## src/rtl/prq_ram.sv

```systemverilog
// prq_ram: generic single-write, single-read memory with a registered read port
// no dependencies; used for the byte and length stores of the packet ring queue
`timescale 1ns / 1ps

module prq_ram #(
	parameter int WIDTH = 8,
	parameter int DEPTH = 16
) (
	input  logic                                    clk,
	input  logic                                    we,
	input  logic [((DEPTH > 1) ? $clog2(DEPTH) : 1)-1:0] waddr,
	input  logic [WIDTH-1:0]                        wdata,
	input  logic                                    re,
	input  logic [((DEPTH > 1) ? $clog2(DEPTH) : 1)-1:0] raddr,
	output logic [WIDTH-1:0]                        rdata
);

	logic [WIDTH-1:0] mem [DEPTH];

	// write port and registered read, read data holds while re is low
	always_ff @(posedge clk) begin
		if (we) begin
			mem[waddr] <= wdata;
		end
		if (re) begin
			rdata <= mem[raddr];
		end
	end

endmodule

```

## config.mk

```make
export PLATFORM = sky130hd
export DESIGN_NAME = prq_ram
export DESIGN_NICKNAME = d
export VERILOG_FILES = /design/src/rtl/prq_ram.sv
export SDC_FILE = /design/constraint.sdc
export NUM_CORES = 1
export LEC_CHECK = 0
export BUFFER_PORTS_ARGS = -buffer_cell sky130_fd_sc_hd__buf_2
export CORE_MARGIN = 5
export CORE_UTILIZATION = 30
export DETAILED_ROUTE_END_ITERATION = 10
export GPL_ROUTABILITY_DRIVEN = 0
export PLACE_DENSITY_LB_ADDON = 0.05
export SKIP_LAST_GASP = 1
export SLEW_MARGIN = 0
export SYNTH_ARGS = -nofsm -noshare
export SYNTH_HDL_FRONTEND = slang
export SYNTH_SLANG_ARGS = --single-unit
```

## constraint.sdc

```tcl
create_clock -name clk -period 1.55 [get_ports clk]
set_input_delay 0.0775 -clock clk [delete_from_list [all_inputs] [get_ports clk]]
set_output_delay 0.0775 -clock clk [all_outputs]
set_load 0.005 [all_outputs]
```

Word-level counts from Yosys, hierarchy flattened:

Memories as Yosys holds them, arrays and structs flattened. A register that Yosys moved wholly into a read port is not among the register bits.
Cells that the tools add are included.

* muxes and demuxes: 2

Operator list (count)
* 2-to-1 mux 1 bit: 2

* bits of input ports: 19
* register bits: 0
* output and inout port bits: 8
* memory bits (writable): 128
* memories: 1
* logic and storage cells: 3

Memories
* mem: depth 16, bits a word 8, read ports 1, clocked after Yosys merged registers in 1, wr ports 1, RTL line 18 `logic [WIDTH-1:0] mem [DEPTH];`

Depth between registers and ports, before layout:

* depth in word-level cells: 2
* depth in mapped cells: 5
* mapped depth without buffers: 3

Worst setup path after synthesis:

No wires, ideal clock.

* path type: in2reg
* start: input port waddr[2] (netlist name)
* end: memory mem[0][0], enable pin
* library setup time: 0.383 ns
* stages on the path: 2
* data required time: 1.167 ns
* arrival time: 1.187 ns
* buffers on the path: 0
* slack: -0.020 ns
* path through: or3b_2 nor3_1

RTL lines
* from (decl): RTL line 11 `input logic [((DEPTH > 1) ? $clog2(DEPTH) : 1)-1:0] waddr,`
* to (decl): RTL line 18

No word-level cell before the write port.

==> out/metrics.cfg <==
[status]
outcome=complete, no violations

[routing]
drt_iter0_drc=139
wire_per_inst_um=22.04
route.detailed.drc=0
drtPass1Iterations=4
wl_um=11590
num_vias=2388
vias_per_cell=4.540
antenna_left=0

[grt]
antenna_found_initial=0
grt_pass1_vias=2574
grt_max_degree=17
grt_usage=0.1226
grt_pass1_wl_um=17030
overflow=0

[sta]
max_freq_mhz=656.1
fin_setup_tns_ns=0
hold_ws_ns=0.05943
setup_viol=0
final_max_slew_viol_count=0
slew_headroom=0.3787
finalCriticalPeriod_ns=1.524
rsz0062_at_grt=no
hold_violations=0
fin_worst_skew_ns=0.008035
worst_pin_slew_ns=0.9285
timing.final.crit_share=0.9833

[worst_hold_path]
hold_start=wdata[6]
worstHoldEndpoint=mem[6][6]
min_path_cells=1
min_path_type=in -> reg

[floorplan]
die_h_um=142.0
std_cell_rows=48
start_util=0.3043
io_pins=27
die_x_um=142.0
die_area_um2=20170
core_um2=17180

[setup_path]
cp.required_ns=1.69
startpoint_type=register
worstRegToRegCells=3
endpoint_kind=register
cpLargestDelayFamily=multiplexers
crit_cells=3
arrival_ns=1.66
r2r-end=rdata[1]
slowest_stage=mux4_1
crit_fanout=1
r2r_setup_slack_ns=0.03
cp.buffers_inverters=0
worstPathCellList=mux4_1 -> a22oi_1 -> nand2_1
cpPeakStageDelay_ns=0.53
critPathKind=reg -> reg
reg2reg_from=mem[6][1]

[logic_synthesis]
synthAdderAreaFrac=0
yosys_warnings=0
yosys_register_bits=136
synth_compound_area_frac=0.02298
syn_area_um2=5228
synth_seq_area_share=0.7812
yosys.area_share.simple=0.03135
synth_area_leaders=edfxtp_1 (78%), mux4_2 (7.8%), mux4_1 (7.0%), a22oi_1 (2.3%), nor2_1 (0.93%)
yosysTopAreaCell=edfxtp_1
synth_top_family_by_area=multiplexers
synth_top_area_frac=0.7812
synthMuxAreaShare=0.1479
synthCells=229
ys_types=18
synth_nets=248
synth_xor_area_frac=0
syn_area_per_cell_um2=22.83

[clocking]
tritoncts=done
cts_buffers=17
holdBufCountCts=0
clk_path_buf_depth=2
cts_root_buf=clkbuf_16
clock-sinks=136
clk_latency_ns=0.41
cts_htree_levels=4
clkTransAtPathRegs_ns=0.05

[pwr]
p_comb_frac=0.053
vdd_ir_drop_max_mv=0.7073
power.share.clock=0.418
switching_share=0.2017
sequentialPowerShare=0.530
p_leak_nw=2.103
switching_power_mw=1.588
intPower_mw=6.286
power_density_nw_per_um2=1249

[place]
placed_cells=498
detailed_place.area_um2=5818
io_buffers=26
dpl.hpwl_um=7954

[final_layout]
mostFrequentLayoutCells=edfxtp_1 (136), buf_2 (26), buf_4 (24)
layout-drive-gt1-share=0.3189
final_area_um2=6305
fin_nets=311
finalNonFillerCells=526
area_growth_pct=20.61
final_common_cell=edfxtp_1
diodes=0

[flow_run]
cap_violations=0

-- cells in the mapped netlist (all sizes together) --
library cell and instances:
a22oi 16, and2 1, and2b 1, buf 7, clkdlybuf4s25 3, edfxtp 136, mux4 32, nand2 9
nand2b 2, nand3 1, nand3b 2, nor2 13, nor2b 1, nor3 4, or3b 1
-- how the worst max path moves through the flow --
stage	from	to	slack, ns
finish	mem[6][1]	rdata[1]	0.03
global route	mem[3][1]	rdata[1]	0.003
CTS	mem[1][3]	rdata[3]	0.003
detailed placement	raddr[0]	rdata[7]	-0.20
global placement	raddr[0]	rdata[7]	-0.21
floorplan	raddr[0]	rdata[1]	0.19
-- state kept, by name, indices dropped and copies added, names as in the netlist --
register	cells
mem	128
rdata	8
-- cell type report --
type / instances / area (um2)
Clock buffer: 19 / 432.9
Clock inverter: 9 / 38.79
Fill cell: 1634 / 10870
Multi-Input combinational cell: 83 / 1077
Sequential cell: 136 / 4084
Tap cell: 225 / 281.5
Timing Repair Buffer: 54 / 390.4
-- metal layers --
| metal | global-route usage | vias up | routed length (um) |
|---|---|---|---|
| met5 | 0 | - | 0 |
| met4 | 0.03939 | 0 | 87 |
| met2 | 0.1821 | 52 | 5358 |
| met1 | 0.1747 | 1225 | 5704 |
| met3 | 0.03528 | 6 | 441 |
| li1 | - | 1105 | - |
-- kinds of logic (layout without fill, tap and decap cells) --
| logic type | Yosys count | after routing |
|---|---|---|
| AO/OA/AOI/OAI | 16 | 16 |
| AND/OR/NAND/NOR | 35 | 35 |
| multiplexers | 32 | 32 |
| buffers and inverters | 10 | 82 |
| flip-flops | 136 | 136 |
-- power by group through the flow --
| stage | clock network, mW | logic (mW) | registers, mW |
|---|---|---|---|
| floorplan | 0 | 0.209 | 4.24 |
| global placement | 0 | 0.425 | 4.25 |
| detailed placement | 0 | 0.425 | 4.25 |
| CTS | 3.37 | 0.425 | 4.17 |
| global route | 3.55 | 0.454 | 4.17 |
| finish | 3.29 | 0.417 | 4.17 |
-- what timing repair did --
item                       in CTS  in global routing
buffers inserted                0                  0
gates resized for setup         0                  3
hold endpoints to repair        0                  0
setup endpoints to repair       0                  3
-- worst reg2reg max path, delay by kind of cell, from the launching register on --
kind,cells,cell delay (ns)
muxes,1,0.53
DFF,1,0.36
AOI/OAI and AO/OA,1,0.24
and+or+nand+nor,1,0.12
-- per-stage QoR --
step / setup WS (ns) / power (mW) / utilization
finish: 0.02595 / 7.874 / 0.3671
global route: 0.003106 / 8.181 / 0.3671
CTS: 0.003113 / 7.965 / 0.3662
detailed placement: -0.2040 / 4.671 / 0.3387
global placement: -0.2139 / 4.671 / 0.3387
floorplan: 0.1901 / 4.447 / -
Power figures use the tool's default switching activity.
